<file path="config.mk">
export PLATFORM = sky130hd
export DESIGN_NAME = msfw_ctrl
export DESIGN_NICKNAME = d
export VERILOG_FILES = /design/src/hdl/assert_macros.svh /design/src/hdl/msfw_pkg.sv /design/src/hdl/msfw_ctrl.sv
export SDC_FILE = /design/constraint.sdc
export NUM_CORES = 1
export LEC_CHECK = 0
export BUFFER_PORTS_ARGS = -buffer_cell sky130_fd_sc_hd__buf_4
export CAP_MARGIN = 20
export CORE_AREA = 2 2 39 41
export CTS_BUF_LIST = sky130_fd_sc_hd__clkbuf_8
export DETAILED_ROUTE_END_ITERATION = 10
export DIE_AREA = 0 0 41 43
export PLACE_DENSITY = 0.59
export SLEW_MARGIN = 40
export SYNTH_ARGS = -nofsm -noshare
export SYNTH_HDL_FRONTEND = slang
export SYNTH_SLANG_ARGS = --single-unit
</file>
<file path="constraint.sdc">
create_clock -name i_clk -period 1.8 [get_ports i_clk]
set_input_delay 0.09 -clock i_clk [delete_from_list [all_inputs] [get_ports i_clk]]
set_output_delay 0.09 -clock i_clk [all_outputs]
set_load 0.005 [all_outputs]
</file>
<file path="src/hdl/assert_macros.svh">
// ----------------------------------------------------------------------------
// assertion macros
// shared concurrent assertion forms, clocked on i_clk, off during reset
// ----------------------------------------------------------------------------
`ifndef ASSERT_MACROS_SVH
`define ASSERT_MACROS_SVH

// property holds at every edge outside reset
`define MSFW_ASSERT(label, prop, msg) \
    label: assert property (@(posedge i_clk) disable iff (!i_rst_n) prop) \
        else $error(msg);

// condition holds in the cycle after the trigger
`define MSFW_ASSERT_NEXT(label, trig, cond, msg) \
    label: assert property (@(posedge i_clk) disable iff (!i_rst_n) (trig) |=> (cond)) \
        else $error(msg);

`endif

</file>
<file path="src/hdl/msfw_pkg.sv">
// ----------------------------------------------------------------------------
// msfw_pkg
// shared constants, register codes and control structs of the wait-time block
// ----------------------------------------------------------------------------
package msfw_pkg;

    localparam int MAX_SERVERS = 128;
    localparam int SRV_IDX_W   = (MAX_SERVERS > 1) ? $clog2(MAX_SERVERS) : 1;
    localparam int SRV_CNT_W   = $clog2(MAX_SERVERS + 1);

    localparam int TIME_W     = 32;
    localparam int SUM_W      = 48;
    localparam int CNT_W      = 16;
    localparam int DAY_W      = 17;
    localparam int NSRV_W     = 8;
    localparam int MIN_W      = 10;
    localparam int SVC_SEC_W  = 16;
    localparam int CFG_IDX_W  = 4;
    localparam int CFG_DATA_W = 17;

    localparam int SECS_PER_HOUR = 3600;
    localparam int SECS_PER_MIN  = 60;

    localparam logic [NSRV_W-1:0] RST_NUM_SERVERS = NSRV_W'(1);
    localparam logic [DAY_W-1:0]  RST_OPEN_TIME   = DAY_W'(8 * SECS_PER_HOUR);
    localparam logic [DAY_W-1:0]  RST_CUTOFF_TIME = DAY_W'(17 * SECS_PER_HOUR);
    localparam logic [MIN_W-1:0]  RST_SERVICE_CAP = MIN_W'(60);

    typedef enum logic [CFG_IDX_W-1:0] {
        REG_NUM_SERVERS = 4'd0,
        REG_OPEN_TIME   = 4'd1,
        REG_CUTOFF_TIME = 4'd2,
        REG_SERVICE_CAP = 4'd3
    } t_reg_idx;

    typedef struct packed {
        logic [NSRV_W-1:0] num_servers;
        logic [DAY_W-1:0]  open_time;
        logic [DAY_W-1:0]  cutoff_time;
        logic [MIN_W-1:0]  service_cap_minutes;
    } t_cfg;

    typedef struct packed {
        logic capture;
        logic classify;
        logic decide;
        logic scan_rd;
        logic update;
        logic accum;
        logic out_load;
    } t_dp_cmd;

    typedef struct packed {
        logic admit;
        logic scan_last;
        logic out_free;
    } t_dp_sts;

endpackage

</file>
<file path="src/hdl/msfw_ctrl.sv">
// ----------------------------------------------------------------------------
// msfw_ctrl
// per-item sequencer: classify, decide, then scan, update and accumulate if admitted, report
// ----------------------------------------------------------------------------
module msfw_ctrl (
    input  logic              i_clk,
    input  logic              i_rst_n,
    input  logic              i_in_valid,
    output logic              o_in_ready,
    input  msfw_pkg::t_dp_sts i_sts,
    output msfw_pkg::t_dp_cmd o_cmd
);
    import msfw_pkg::*;

    typedef enum logic [7:0] {
        ST_IDLE     = 8'b0000_0001,
        ST_CLASSIFY = 8'b0000_0010,
        ST_DECIDE   = 8'b0000_0100,
        ST_SCAN     = 8'b0000_1000,
        ST_DRAIN    = 8'b0001_0000,
        ST_UPDATE   = 8'b0010_0000,
        ST_ACCUM    = 8'b0100_0000,
        ST_FINISH   = 8'b1000_0000
    } t_state;

    t_state r_state;
    t_state n_state;

    always_comb begin
        n_state    = r_state;
        o_cmd      = '0;
        o_in_ready = 1'b0;
        case (r_state)
            ST_IDLE: begin
                o_in_ready = 1'b1;
                if (i_in_valid) begin
                    o_cmd.capture = 1'b1;
                    n_state       = ST_CLASSIFY;
                end
            end
            ST_CLASSIFY: begin
                o_cmd.classify = 1'b1;
                n_state        = ST_DECIDE;
            end
            ST_DECIDE: begin
                o_cmd.decide = 1'b1;
                if (i_sts.admit) begin
                    // first server read goes out right away
                    o_cmd.scan_rd = 1'b1;
                    n_state       = i_sts.scan_last ? ST_DRAIN : ST_SCAN;
                end else begin
                    n_state = ST_FINISH;
                end
            end
            ST_SCAN: begin
                o_cmd.scan_rd = 1'b1;
                if (i_sts.scan_last) begin
                    n_state = ST_DRAIN;
                end
            end
            ST_DRAIN: begin
                n_state = ST_UPDATE;
            end
            ST_UPDATE: begin
                o_cmd.update = 1'b1;
                n_state      = ST_ACCUM;
            end
            ST_ACCUM: begin
                o_cmd.accum = 1'b1;
                n_state     = ST_FINISH;
            end
            ST_FINISH: begin
                if (i_sts.out_free) begin
                    o_cmd.out_load = 1'b1;
                    n_state        = ST_IDLE;
                end
            end
            default: begin
                n_state = ST_IDLE;
            end
        endcase
    end

    always_ff @(posedge i_clk) begin
        if (!i_rst_n) begin
            r_state <= ST_IDLE;
        end else begin
            r_state <= n_state;
        end
    end

endmodule

</file>
; Yosys cells after proc, flatten, opt, wreduce, memory -nomap -nowiden
; Index checks and enable logic that the tools add are counted.
[word_totals]
register_bits = 8
in_bits = 6
out_inout_bits = 8
elab_cells = 30
[op_classes]
eq_ne = 11
muxes = 17
reduce_logical = 1
[ops]
columns = operator, n
row1 = 8-bit case mux with 8 select lines, 1
row2 = 8-bit two-way mux, 4
row3 = 1-bit two-way mux, 10
row4 = 8-bit by 1-bit equality test with 1-bit output (second input constant), 1
row5 = 8-bit by 2-bit equality test with 1-bit output (second input constant), 1
row6 = 8-bit by 3-bit equality test with 1-bit output (second input constant), 1
row7 = 8-bit by 4-bit equality test with 1-bit output (second input constant), 1
row8 = 8-bit by 5-bit equality test with 1-bit output (second input constant), 1
row9 = 8-bit by 6-bit equality test with 1-bit output (second input constant), 1
row10 = 8-bit by 7-bit equality test with 1-bit output (second input constant), 1
row11 = 8-bit equality test (second input constant), 1
row12 = 2-bit != test (second input constant), 3
row13 = 5-bit two-way mux, 1
row14 = 3-bit AND reduction, 1
row15 = 1-bit case mux with 2 select lines, 1

; Logic depth before layout (Yosys ltp)
[logic_depth]
ltp_word = 3
ltp_mapped = 4
ltp_nobuf = 4

; Least setup slack after synthesis
; OpenSTA, ideal clock, no wires.
[synth_path]
path_type = register to register
start = register r_state[5]
end = register r_state[4]
setup_ps = 136
t_arrival_ps = 1453
required_time_ps = 1664
setup_slack_ps = 211
path_stages_with_launch = 5
n_path_buf = 0
period_less_slack_ps = 1589
cell_sequence = dfxtp_1 > or4_4 > o41a_1 > o311ai_2 > a211oi_1
[synth_between]
elab_chain_cells = 3
elab_cells_between_ends = 13
cone_classes = 11 x eq/ne / 1 x mux / 1 x reduce/logical
[synth_lines]
columns = item, line_no
row1 = "start, declared", msfw_ctrl.sv:26  ; t_state r_state;
row2 = "start signal, assigned", msfw_ctrl.sv:88  ; r_state <= n_state;
row3 = 8-bit by 4-bit equality test with 1-bit output (tied with other cells), msfw_ctrl.sv:33  ; case (r_state)
row4 = 2-bit != test (no line), --
row5 = 3-bit AND reduction (no line), --
; Several ways; a longest one is shown, not always the timed one.
; A chain may end at the register's enable or synchronous reset.

==> metrics.txt <==
PwrDens 847.0 nW/um2; setup tns final 0 ns; RSZ-0062 raised after global routing no; largest family of logic cells by synthesized area simple AND/OR/NAND/NOR gates; TritonCTS clock tree yes; antenna violation net count after detailed routing 0; pin count of the biggest net entering global routing 8; post-CTS setup buffer count 0; htree depth 1; post-synthesis net count 64; Synth Instances 58; EDFF count, synth 0; final count of hold timing violations 0; Crit. End Element primary output; share of cells above drive strength 1 28.57%; Worst path slowest cell nor4_1; Synth Area in Simple Gates a little over two fifths; area of the core 1384 um2; max_cap viols 0; type of the worst setup path reg -> out; CP max stage delay about 0.33 ns; Biggest register r_state; Regs by FF count r_state (8); RePlAce Congestion around 0.8; Setup violations, final 0; ranking of synthesized cells by area dfxtp_1, nor2_1, nor4_1; CTS Buffer Depth 2; area share of the largest cell type after synthesis between 30% and 40%; most common cell type on the critical path buf_4; Synth cell types 28; post-synthesis mux area share 0%; initial antenna violation count 0; final wirelength ~1200 um; outcome finished, final reports clean; data required time at the worst endpoint around 1.7 ns; Die Y roughly 43 um; post-DR wirelength/cell 13.33 um; Min-Delay Path Class in -> reg; vias in the first global route 470; Max IR drop VDD 0.4610 mV; # DRC 0; antenna cell count 0; worst-path cell chain buf_4, nor4_1, buf_4, nand4b_1, inv_1, buf_4; share of flip-flops with an asynchronous set or reset after synthesis 0%; Ys Warns 0; WP data arrival 1.59 ns; Register-to-Register Path Depth 4; Max transition margin 74.36%; drt via density ~5.6; Synth Area in Compound Gates 17.37%; nets 85; fraction of the mapped netlist area in adder cells 0%; num rows 14; DP HPWL 886.1 um; Final Max Tran Viols 0; gr ovfl total 0; clock skew around 0.0024 ns; global-route wire length before repair between 2000 and 2500 um; Area Overhead vs Synth 38.16%; largest fanout on the critical path 6; Initial DRC Count 8; Seq/Total Area, Yosys approximately 34%; # IOs 14; total CTS buffers 3; CTS Hold Bufs 0; Tmin final approximately 1.7 ns; die area between 1500 and 2000 um2; CTS Root Cell clkbuf_8; Hold WS 0.1067 ns; Sink Count 8; vias around 520; Synth Flop Type dfxtp_1; leakage power 0.3054 nW; Clock Latency Late Sink 0.23 ns; I/O Buffers 13; post-synthesis xor/xnor area fraction around 1.8%; CP startpoint kind register; max FFs per register 8; DR pass1 iterations 4; Initial Util between 30% and 40%; clk slew on worst S/H paths around 0.040 ns; cell taking the most area after synthesis dfxtp_1; Mapped Avg Cell Area between 8 and 9 um2; Fmax a little under 0.6 GHz; number of synthesized register bits 8; Hold Crit Depth 2; Synth Cell Area roughly 480 um2; worst slew pin tran approximately 0.38 ns; total track usage between 10% and 20%; die width roughly 41 um; final cycle utilization of the critical path 93.11%; number of gates resized after CTS 0
synth_stat cells, types with 2 or more instances:
master / n
dfxtp_1: 8
o21ai_0: 2
nor2_1: 7
and4_1: 2
nor4_1: 4
nand2_1: 3
nand4b_1: 2
nor4b_1: 2
nand3_1: 3
inv_1: 5
nor2b_1: 3
logic make-up (layout without fill, tap and decap cells):
family / Yosys count / after routing
AND/OR/NAND/NOR: 34 / 34
XOR/XNOR: 1 / 1
AO/OA/AOI/OAI: 10 / 10
buffers and inverters: 5 / 24
flip-flops: 8 / 8
power by group:
| part | internal, W | switching, W |
|---|---|---|
| logic | 0.0000679 | 0.0000652 |
| registers | 0.000189 | 0.0000136 |
| clock network | 0.000145 | 0.0000757 |
worst paths after layout:
| path | start | to | slack [ns] |
|---|---|---|---|
| hold reg to reg | r_state[3] | r_state[1] | 0.55 |
| setup / recovery | r_state[3] | o_cmd[5] | 0.12 |
| setup reg to reg | r_state[5] | r_state[4] | 0.13 |
| hold / removal | i_rst_n | r_state[0] | 0.11 |
layout by cell type (no fill, tap or decap):
master,synthesis,layout
a211oi_1,1,1
a21oi_1,1,1
a22oi_1,1,1
and2_1,1,1
and3_1,1,1
and3b_1,1,1
and4_1,2,2
buf_4,0,16
clkbuf_8,0,3
dfxtp_1,8,8
inv_1,5,5
nand2_1,3,3
nand2b_1,1,1
nand3_1,3,3
nand4_1,1,1
nand4b_1,2,2
nor2_1,7,7
nor2b_1,3,3
nor3_1,1,1
nor4_1,4,4
nor4b_1,2,2
o2111ai_1,1,1
o21ai_0,2,2
o311ai_2,1,1
o31a_1,1,1
o31ai_1,1,1
o41a_1,1,1
or2_2,1,1
or4_4,1,1
xor2_1,1,1
routing by layer:
metal	track usage (%)	wire length [um]	vias up
met5	0	0	-
met4	16.00	57	0
met3	3.141	60	4
met2	23.75	538	18
met1	23.05	583	233
li1	-	-	263
critical path, delay by kind of cell (launching register included):
family	cells	cell delay, ns
buffers and inverters	4	0.57
flip-flops	1	0.31
AND/OR/NAND/NOR	2	0.49
per-stage QoR:
stage	utilization, %	instances	setup slack, ns	instance area [um2]	power (W)
final	47.47	93	0.1240	656.9	0.0005564
after floorplan	-	58	0.2113	475.5	0.0002764
after global placement	44.48	90	0.1634	615.6	0.0003374
after global routing	47.47	93	0.01688	656.9	0.0005823
after CTS	47.47	93	0.1104	656.9	0.0005568
after detailed placement	44.48	90	0.1247	615.6	0.0003360
final cells by class:
| cell class | instances | area (um2) |
|---|---|---|
| inverters | 5 | 18.77 |
| well taps | 16 | 20.02 |
| flip-flops and latches | 8 | 160.2 |
| repair buffers | 16 | 120.1 |
| multi-input cells | 45 | 296.5 |
| fillers | 142 | 726.9 |
| clock buffers | 3 | 41.29 |
No activity file was read; power rests on OpenSTA's default activity.
