`config.mk`:
```
export PLATFORM = sky130hd
export DESIGN_NAME = msfw_cfg_regs_flat
export DESIGN_NICKNAME = d
export VERILOG_FILES = /design/src/hdl/assert_macros.svh /design/src/hdl/msfw_pkg.sv /design/src/hdl/msfw_if.sv /design/src/hdl/msfw_cfg_regs.sv /design/src/flat_wrapper.sv
export SDC_FILE = /design/constraint.sdc
export NUM_CORES = 1
export LEC_CHECK = 0
export BUFFER_PORTS_ARGS = -buffer_cell sky130_fd_sc_hd__buf_2
export CORE_ASPECT_RATIO = 0.8
export CORE_UTILIZATION = 48
export CTS_CLUSTER_DIAMETER = 50
export DETAILED_ROUTE_END_ITERATION = 16
export PLACE_DENSITY = 0.78
export SLEW_MARGIN = 30
export SYNTH_ARGS = -nofsm -noshare
export SYNTH_HDL_FRONTEND = slang
export SYNTH_SLANG_ARGS = --single-unit
export TNS_END_PERCENT = 50
```
`constraint.sdc`:
```
create_clock -name i_clk -period 1.8 [get_ports i_clk]
set_input_delay 0.36 -clock i_clk [delete_from_list [all_inputs] [get_ports i_clk]]
set_output_delay 0.36 -clock i_clk [all_outputs]
set_load 0.005 [all_outputs]
```
`src/hdl/assert_macros.svh`:
```
// ----------------------------------------------------------------------------
// assertion macros
// shared concurrent assertion forms, clocked on i_clk, off during reset
// ----------------------------------------------------------------------------
`ifndef ASSERT_MACROS_SVH
`define ASSERT_MACROS_SVH

// property holds at every edge outside reset
`define MSFW_ASSERT(label, prop, msg) \
    label: assert property (@(posedge i_clk) disable iff (!i_rst_n) prop) \
        else $error(msg);

// condition holds in the cycle after the trigger
`define MSFW_ASSERT_NEXT(label, trig, cond, msg) \
    label: assert property (@(posedge i_clk) disable iff (!i_rst_n) (trig) |=> (cond)) \
        else $error(msg);

`endif

```
`src/hdl/msfw_pkg.sv`:
```
// ----------------------------------------------------------------------------
// msfw_pkg
// shared constants, register codes and control structs of the wait-time block
// ----------------------------------------------------------------------------
package msfw_pkg;

    localparam int MAX_SERVERS = 128;
    localparam int SRV_IDX_W   = (MAX_SERVERS > 1) ? $clog2(MAX_SERVERS) : 1;
    localparam int SRV_CNT_W   = $clog2(MAX_SERVERS + 1);

    localparam int TIME_W     = 32;
    localparam int SUM_W      = 48;
    localparam int CNT_W      = 16;
    localparam int DAY_W      = 17;
    localparam int NSRV_W     = 8;
    localparam int MIN_W      = 10;
    localparam int SVC_SEC_W  = 16;
    localparam int CFG_IDX_W  = 4;
    localparam int CFG_DATA_W = 17;

    localparam int SECS_PER_HOUR = 3600;
    localparam int SECS_PER_MIN  = 60;

    localparam logic [NSRV_W-1:0] RST_NUM_SERVERS = NSRV_W'(1);
    localparam logic [DAY_W-1:0]  RST_OPEN_TIME   = DAY_W'(8 * SECS_PER_HOUR);
    localparam logic [DAY_W-1:0]  RST_CUTOFF_TIME = DAY_W'(17 * SECS_PER_HOUR);
    localparam logic [MIN_W-1:0]  RST_SERVICE_CAP = MIN_W'(60);

    typedef enum logic [CFG_IDX_W-1:0] {
        REG_NUM_SERVERS = 4'd0,
        REG_OPEN_TIME   = 4'd1,
        REG_CUTOFF_TIME = 4'd2,
        REG_SERVICE_CAP = 4'd3
    } t_reg_idx;

    typedef struct packed {
        logic [NSRV_W-1:0] num_servers;
        logic [DAY_W-1:0]  open_time;
        logic [DAY_W-1:0]  cutoff_time;
        logic [MIN_W-1:0]  service_cap_minutes;
    } t_cfg;

    typedef struct packed {
        logic capture;
        logic classify;
        logic decide;
        logic scan_rd;
        logic update;
        logic accum;
        logic out_load;
    } t_dp_cmd;

    typedef struct packed {
        logic admit;
        logic scan_last;
        logic out_free;
    } t_dp_sts;

endpackage

```
`src/hdl/msfw_if.sv`:
```


interface msfw_cfg_if;
    logic        valid;
    logic        ready;
    logic [3:0]  reg_index;
    logic [16:0] wdata;

    modport source (output valid, reg_index, wdata, input ready);
    modport sink   (input valid, reg_index, wdata, output ready);
endinterface

```
`src/hdl/msfw_cfg_regs.sv`:
```
// ----------------------------------------------------------------------------
// msfw_cfg_regs
// configuration register file, always ready, unknown indexes ignored
// ----------------------------------------------------------------------------
module msfw_cfg_regs (
    input  logic           i_clk,
    input  logic           i_rst_n,
    msfw_cfg_if.sink       i_cfg,
    output msfw_pkg::t_cfg o_cfg
);
    import msfw_pkg::*;

    t_cfg r_cfg;

    assign i_cfg.ready = 1'b1;
    assign o_cfg       = r_cfg;

    always_ff @(posedge i_clk) begin
        if (!i_rst_n) begin
            r_cfg.num_servers         <= RST_NUM_SERVERS;
            r_cfg.open_time           <= RST_OPEN_TIME;
            r_cfg.cutoff_time         <= RST_CUTOFF_TIME;
            r_cfg.service_cap_minutes <= RST_SERVICE_CAP;
        end else if (i_cfg.valid) begin
            case (t_reg_idx'(i_cfg.reg_index))
                REG_NUM_SERVERS: r_cfg.num_servers <= i_cfg.wdata[NSRV_W-1:0];
                REG_OPEN_TIME:   r_cfg.open_time <= i_cfg.wdata[DAY_W-1:0];
                REG_CUTOFF_TIME: r_cfg.cutoff_time <= i_cfg.wdata[DAY_W-1:0];
                REG_SERVICE_CAP: r_cfg.service_cap_minutes <= i_cfg.wdata[MIN_W-1:0];
                default: begin
                end
            endcase
        end
    end

endmodule

```
`src/flat_wrapper.sv`:
```
// flat-port wrapper written by rule: the top's interface ports become plain ports
module msfw_cfg_regs_flat import msfw_pkg::*;
  (i_clk, i_rst_n, o_cfg, i_cfg_valid, i_cfg_reg_index, i_cfg_wdata, i_cfg_ready);
  msfw_cfg_if i_cfg_i ();
  input  logic i_clk;
  input  logic i_rst_n;
  output msfw_pkg::t_cfg o_cfg;
  input wire logic [$bits(i_cfg_i.valid)-1:0] i_cfg_valid;
  input wire logic [$bits(i_cfg_i.reg_index)-1:0] i_cfg_reg_index;
  input wire logic [$bits(i_cfg_i.wdata)-1:0] i_cfg_wdata;
  output wire logic [$bits(i_cfg_i.ready)-1:0] i_cfg_ready;
  assign i_cfg_i.valid = i_cfg_valid;
  assign i_cfg_i.reg_index = i_cfg_reg_index;
  assign i_cfg_i.wdata = i_cfg_wdata;
  assign i_cfg_ready = i_cfg_i.ready;
  msfw_cfg_regs u_core (.i_clk(i_clk), .i_rst_n(i_rst_n), .i_cfg(i_cfg_i), .o_cfg(o_cfg));
endmodule
```
## Yosys cells after proc, flatten, opt, wreduce, memory -nomap -nowiden

Index checks and enable logic that the tools add are counted.

- Output and inout bits: 53
- Bits in registers: 52
- Input port bits: 24
- Word-level logic and storage cells: 12

- Reductions and logical operators: 5
- Equal/unequal tests: 3

Operator list:

| operator | count |
|---|---|
| $eq A4 B2 Y1 const B | 2 |
| $reduce_and A2 Y1 | 4 |
| $eq A4 B1 Y1 const B | 1 |
| $logic_not A4 Y1 | 1 |

## Logic depth before layout (Yosys ltp)

Gate-level depths: netlist (run 1).

- Word-level depth: 2
- Gate-level depth with buffers: 5
- Mapped depth without buffers: 3

## Worst setup path after synthesis (run 1)

OpenSTA, ideal clock, no wires.

- Path type: input port to flip-flop
- Start point: in i_cfg_valid
- End point: reg u_core.r_cfg (netlist bit u_core.o_cfg[12])
- Data required time: 1.728 ns
- Arrival: 1.335 ns
- Setup time: 0.072 ns
- Buffers on the path: 2
- Cell stages on the path: 5
- Setup slack: 0.394 ns
- Cells stage by stage: clkbuf_1 > nand2_1 > nor2b_1 > buf_4 > mux2i_1

- Cells in the longest elaborated chain, start to end: 1

Ends and longest elaborated chain:

| what | RTL line | text |
|---|---|---|
| start: declaration | flat_wrapper.sv:8 | `input wire logic [$bits(i_cfg_i.valid)-1:0] i_cfg_valid;` |
| $reduce_and A2 Y1 (no line) | - |  |
| end: declaration | msfw_cfg_regs.sv:13 | `t_cfg r_cfg;` |

Every way passes these cells.
A chain may end at the register's enable or synchronous reset.

## Worst setup path in the final report (run 1)

- Start point: in i_cfg_reg_index[3]
- End point: reg u_core.r_cfg (netlist bit u_core.o_cfg[0])

- Cells in the longest elaborated chain, start to end: 2

Ends and longest elaborated chain:

| what | RTL line | text |
|---|---|---|
| start: declaration | flat_wrapper.sv:9 | `input wire logic [$bits(i_cfg_i.reg_index)-1:0] i_cfg_reg_index;` |
| $eq A4 B2 Y1 | msfw_cfg_regs.sv:25 | `case (t_reg_idx'(i_cfg.reg_index))` |
| $reduce_and A2 Y1 (no line) | - |  |

Every way passes these cells.

==> metrics.txt, run 1 <==
Fin. Hold Viols 0; HPWL after DPL 3.26 mm; Mapped Avg Cell Area 9.69 um^2; post-route ant nets 0; outcome complete, no violations; Synth Area in XOR/XNOR 0; RSZ-0062 raised after global routing no; Root Driver clkbuf_8; # hold bufs at CTS 0; I/O pin cnt 77; H-tree levels 2; crit path max-delay cell type or3b_4; later-pin clock latency in the skew report 0.30 ns; gr ovfl total 0; Max Buffers Root-to-Sink 2; # resized after CTS 0; cell chain of the critical path buf_2, or3b_4, nor2_4, mux2i_1; FILL cells 355; Synth cell types 24; worst hold path type in2reg; Critical path buffers and inverters 1; largest net degree at the start of global routing 38; Detailed Routing Iterations Pass 1 4; Vias 1689; vias in the first global route 1508; max reg flops 52; Core Region 3930 um^2; Post-Route WL 4.45 mm; final std cells w/o fill 340; DIE AREA 4530 um^2; Max Cap Viol 0; row cnt 20; Final Skew 0 ns; yosys warns 0; clock transition at the registers of the reported paths 0.09 ns; largest family of logic cells by synthesized area multiplexers; Worst Path Arrival 1.50 ns; die height 60.4 um; Startpoint Class input pin; CTS tree yes; final setup violation count 0; FMAX 792 MHz; PwrDens 792 nW/um^2; # clock sinks 52; post-route setup slack 0.538 ns; register area share after synthesis 0.509; Synth Area in Compound Gates 0.0832; Ant. Diodes 0; DP Cell Count 332; layout cell share with drive strength beyond 1 0.333; placed cell areas 2470 um^2; final setup TNS 0 ns; first-pass GRT wire length 6.98 mm; leak pwr 0.00125 uW; Num CTS Buffers 5; PortBufs 75; crit end category flip-flop; pre-CTS WS 0.220 ns; DR vias/cell 4.97; Slew Limit Fails 0; drt wl/cell 13.1 um; post-CTS setup buffers 0; synthesized area 2040 um^2; crit path max fanout 13; min Tclk post-route 1.26 ns; syn nets 235; fin crit share 0.701; register area 1040 um^2; maximum VDD drop 0.503 mV; GPL Wtd Cong 0.739; initial antenna violation count 0; Yosys reg bits 52; delay-heaviest family, CP simple AND/OR/NAND/NOR gates; mux contribution to synthesized area 0.181; multi-input logic area 890 um^2; Crit Path Category in2reg; adder-cell area share of the yosys netlist 0; WP data required 2.04 ns; die width 75.0 um; initial DRC count 78; post-route cell area 2560 um^2; area delta synth->final 25.4%; Post-Synth Simple-Gate Area 0.169; DRC 0; Initial Util 0.520; # nets final 308; Gate Count Post-Synth 211; slowest cell delay on critical path 0.50 ns; GRT Total Usage 0.210
## synth_stat cells (all sizes together)
| cell | count | area [um^2] |
|---|---|---|
| and2b | 1 | 7.51 |
| buf | 4 | 31.3 |
| clkbuf | 10 | 37.5 |
| conb | 1 | 3.75 |
| dfxtp | 52 | 1040 |
| inv | 12 | 45.0 |
| mux2i | 37 | 370 |
| nand2 | 52 | 198 |
| nand2b | 2 | 20.0 |
| nand3 | 3 | 20.0 |
| nand4 | 5 | 31.3 |
| nor2 | 2 | 22.5 |
| nor2b | 4 | 25.0 |
| nor3 | 1 | 10.0 |
| o211ai | 11 | 82.6 |
| o21ai | 7 | 35.0 |
| o311ai | 3 | 26.3 |
| o41ai | 3 | 26.3 |
| or3b | 1 | 11.3 |
## kinds of logic (layout without fill, tap and decap cells)
group	count (synthesis)	count (layout)
AO/OA/AOI/OAI	24	24
other	1	1
AND/OR/NAND/NOR	71	71
buffers and inverters	26	100
multiplexers	37	37
flip-flops	52	52
## placed cells by master (no fill, tap or decap), types with 2 or more instances in the layout
cell type and instances:
buf_2 75, dfxtp_1 52, nand2_1 51, mux2i_1 37, inv_1 12, o211ai_1 11
o21ai_0 7, nand4_1 5, clkbuf_8 5, nor2b_1 4, buf_4 4, o311ai_1 3
o41ai_1 3, nor2_4 2, nand3_1 2, inv_6 2
## stage by stage
stage / hold slack (ns) / total power, uW / utilization
final: 0.304 / 2030 / 0.653
after global placement: 0.441 / 1360 / 0.629
after detailed placement: 0.445 / 1370 / 0.629
after floorplan: 0.451 / 1290 / -
after CTS: 0.293 / 2050 / 0.653
after global routing: 0.308 / 2120 / 0.653
## metal layers
layer	track usage	up-vias	wire length, um	part of all wire
li1	-	859	-	-
met1	0.279	771	2160	0.49
met2	0.326	52	1960	0.44
met3	0.0548	7	261	0.059
met4	0.0889	0	71	0.016
met5	0	-	0	0
## final cells by class
| class | instances | share of cell area |
|---|---|---|
| Tap cell | 55 | 0.0268 |
| Sequential cell | 52 | 0.406 |
| Multi-Input combinational cell | 133 | 0.347 |
| Timing Repair Buffer | 80 | 0.166 |
| Inverter | 12 | 0.0176 |
| Clock buffer | 5 | 0.0268 |
| Clock inverter | 3 | 0.00976 |
## final timing paths
| kind | startpoint | end | slack [ns] | cells past startpoint |
|---|---|---|---|---|
| max reg2reg | u_core.o_cfg[24] | u_core.o_cfg[24] | 1.15 | 2 |
| max | i_cfg_reg_index[3] | u_core.o_cfg[0] | 0.54 | 4 |
| min | i_cfg_wdata[11] | u_core.o_cfg[38] | 0.30 | 3 |
| min reg2reg | u_core.o_cfg[12] | u_core.o_cfg[12] | 0.46 | 2 |
## power by group
part           leakage [uW]  internal (uW)  total [uW]  switching, uW
clock network     0.0000452            284         689            405
registers          0.000421           1170        1180           8.69
logic              0.000788           67.0         164           96.8
total               0.00125           1520        2030            511
## worst min-delay path: stages
cell	delay, ns
buf_2	0.10
nand2_1	0.05
mux2i_1	0.06
No activity file was read; power rests on OpenSTA's default activity.
==> run 2: changes to the inputs <==
- ABC_AREA: default -> 1
- CORE_UTILIZATION: 48 -> 45
- PLACE_DENSITY: 0.78 -> 0.75
- clock period: 1.8 -> 1.1 ns (I/O delays scaled with it)
==> run 2 against run 1 <==
  * Clock skew unchanged
  * Non-clock buffer count grew 13
  * Die area grew 24%
  * Combinational power rose to 2.8 times the previous value
  * Sequential share of layout area fell by 5.5 points
  * Synthesized cell count increased by 63%
  * Largest power group unchanged
==> metrics.txt, run 2 <==
outcome complete, no violations; Initial Util 0.473 (-0.0476); min Tclk post-route 1.01 ns; area delta synth->final 23.7%; switch share 0.262 (+0.0104); synthesized area 2390 um^2 (+17%); DRC 0 (unchanged); # nets final 442 (+44%); cell taking the most area after synthesis dfxtp_1; vias in the first global route 2109 (+40%); Yosys reg bits 52 (unchanged); Mapped Avg Cell Area 6.98 um^2 (-28%); Post-Route WL 5.83 mm (+31%); combinational power share 0.132 (+0.051); top-count cell post-synth nand2_1; Root Driver clkbuf_8; synth top area cells dfxtp_1 43%, nand4_1 14%, nand2_1 12%; P_sw 899 uW (+76%); pre-CTS WS -0.0701 ns (-0.290 ns); maximum VDD drop 0.560 mV (+11%); FFs w/ async S/R, synth 0 (unchanged); largest net degree at the start of global routing 53 (+39%); post-route ant nets 0 (unchanged); post-route setup slack 0.0853 ns (-0.452 ns); prevailing post-synth register cell dfxtp_1; initial antenna violation count 0 (unchanged); row cnt 23 (+15%); M2 GR Usage 0.352 (+0.0260); cell chain of the critical path buf_2; register area share after synthesis 0.435 (-0.0745); PwrDens 1160 nW/um^2 (+46%); initial DRC count 121 (+55%); later-pin clock latency in the skew report 0.30 ns (about the same); crit path max fanout 2 (-11); WP data required 0.88 ns (-1.16 ns); placed cell areas 2880 um^2 (+17%); Gate Count Post-Synth 343 (+63%); yosys warns 0 (unchanged); Final Skew 0 ns (unchanged); DR vias/cell 4.86 (-2.2%); synth cell count leaders 77 x nand2_1, 60 x inv_1, 52 x dfxtp_1, 52 x nand4_1, 49 x nor2_1; GRT Total Usage 0.215 (+0.00541); post-synth top area share 0.435 (-0.0745); crit path max-delay cell type dfxtp_1; I/O pin cnt 77 (unchanged); delay-heaviest family, CP flip-flops; GR met3 Demand/Resource 0.0623 (+0.00753); Worst Path Arrival 0.79 ns (-0.71 ns); Crit Path Category reg2out; layout cell share with drive strength beyond 1 0.261 (-0.0726); die width 83.6 um (+11%); H-tree levels 2 (unchanged); most common cell after layout, fill and taps aside nand2_1; worst hold path type in2reg; PortBufs 75 (unchanged); gr ovfl total 0 (unchanged); busiest grt layer met2; leak pwr 0.00155 uW (+24%); FMAX 986 MHz; DIE AREA 5620 um^2 (+24%); FILL cells 495 (+39%); Max Cap Viol 0 (unchanged); Startpoint Class flip-flop; GPL Wtd Cong 0.818 (+11%); clock group share of total power 0.301 (-0.039); slowest cell delay on critical path 0.37 ns (-0.13 ns); CTS tree yes; drt wl/cell 12.1 um (-7.1%); Synth cell types 17 (-29%); met1 Use GR 0.276 (-0.00252); final setup violation count 0 (unchanged); most frequent cells in the layout 77 x nand2_1, 75 x buf_2, 60 x inv_1; WHS 0.194 ns (-0.110 ns); RSZ-0062 raised after global routing no; Detailed Routing Iterations Pass 1 4 (unchanged); Core Region 5060 um^2 (+29%); clock transition at the registers of the reported paths 0.09 ns (about the same); Num CTS Buffers 5 (unchanged); Vias 2333 (+38%); max reg flops 52 (unchanged); Fin. Hold Viols 0 (unchanged); Post-synth EDFFs 0 (unchanged); first-pass GRT wire length 9.60 mm (+38%); fin crit share 0.922; final std cells w/o fill 480 (+41%); # hold bufs at CTS 0 (unchanged); Ant. Diodes 0 (unchanged); # clock sinks 52 (unchanged); die height 67.3 um (+11%); syn nets 367 (+56%); DP Cell Count 473 (+42%); Slew Limit Fails 0 (unchanged); crit end category primary output; HPWL after DPL 4.29 mm (+32%); Max Buffers Root-to-Sink 2 (unchanged); post-CTS setup buffers 0 (unchanged); P_int 2530 uW (+67%); # resized after CTS 0 (unchanged); post-route cell area 2960 um^2 (+16%); Critical path buffers and inverters 1 (unchanged); Flop pwr share 0.566 (-0.014)
run 2: cell types whose count changed after synthesis, moves of 7 or more:
cell,before,now
inv_1,12,60
mux2i_1,37,0
nand2_1,51,77
nand3_1,2,18
nand4_1,5,52
nor2_1,0,49
o211ai_1,11,0
o21ai_0,7,0
run 2: kinds of logic after synthesis:
family / Yosys count / share of synthesized area
flip-flops: 52 / 0.435
other: 1 / 0.00157
AND/OR/NAND/NOR: 202 / 0.402
buffers and inverters: 88 / 0.162
run 2: worst paths after layout:
kind,from,to,slack (ns),cells after the start
hold / removal,i_cfg_wdata[11],u_core.o_cfg[21],0.19,3
setup / recovery,u_core.o_cfg[0],o_cfg[0],0.09,1
setup reg to reg,u_core.o_cfg[0],u_core.o_cfg[0],0.43,4
hold reg to reg,u_core.o_cfg[19],u_core.o_cfg[19],0.46,2
run 2: metrics by stage:
| stage | total power, uW | TNS, ns | utilization |
|---|---|---|---|
| finish | 3430 | 0 | 0.585 |
| global route | 3600 | 0 | 0.585 |
| CTS | 3460 | 0 | 0.585 |
| detailed placement | 2440 | -1.38 | 0.569 |
| global placement | 2430 | -0.657 | 0.569 |
| floorplan | 2260 | 0 | - |
run 2: cell type report:
| class | instances | area [um^2] | area share |
|---|---|---|---|
| inverters | 63 | 236 | 0.0798 |
| multi-input cells | 203 | 966 | 0.326 |
| well taps | 62 | 77.6 | 0.0262 |
| repair buffers | 93 | 561 | 0.189 |
| clock inverters | 2 | 12.5 | 0.00422 |
| flip-flops and latches | 52 | 1040 | 0.351 |
| clock buffers | 5 | 68.8 | 0.0232 |
run 2: tightest hold or removal path, cell delays in order:
cell     delay, ns
buf_2         0.09
nand4_1       0.08
nand3_1       0.08
run 2: power groups by stage:
stage	registers, uW	logic (uW)	clock network, uW
after CTS	1940	453	1070
after floorplan	1990	265	0
final	1940	454	1030
after detailed placement	1990	451	0
after global placement	1990	445	0
after global routing	1950	508	1140
run 2: per-layer routing:
metal  routed length [um]  part of all wire  vias up
met5                    0                 0        -
met4                   64             0.011        0
met3                  512             0.088        6
met2                 2600              0.45       84
met1                 2650              0.46     1022
li1                     -                 -     1221
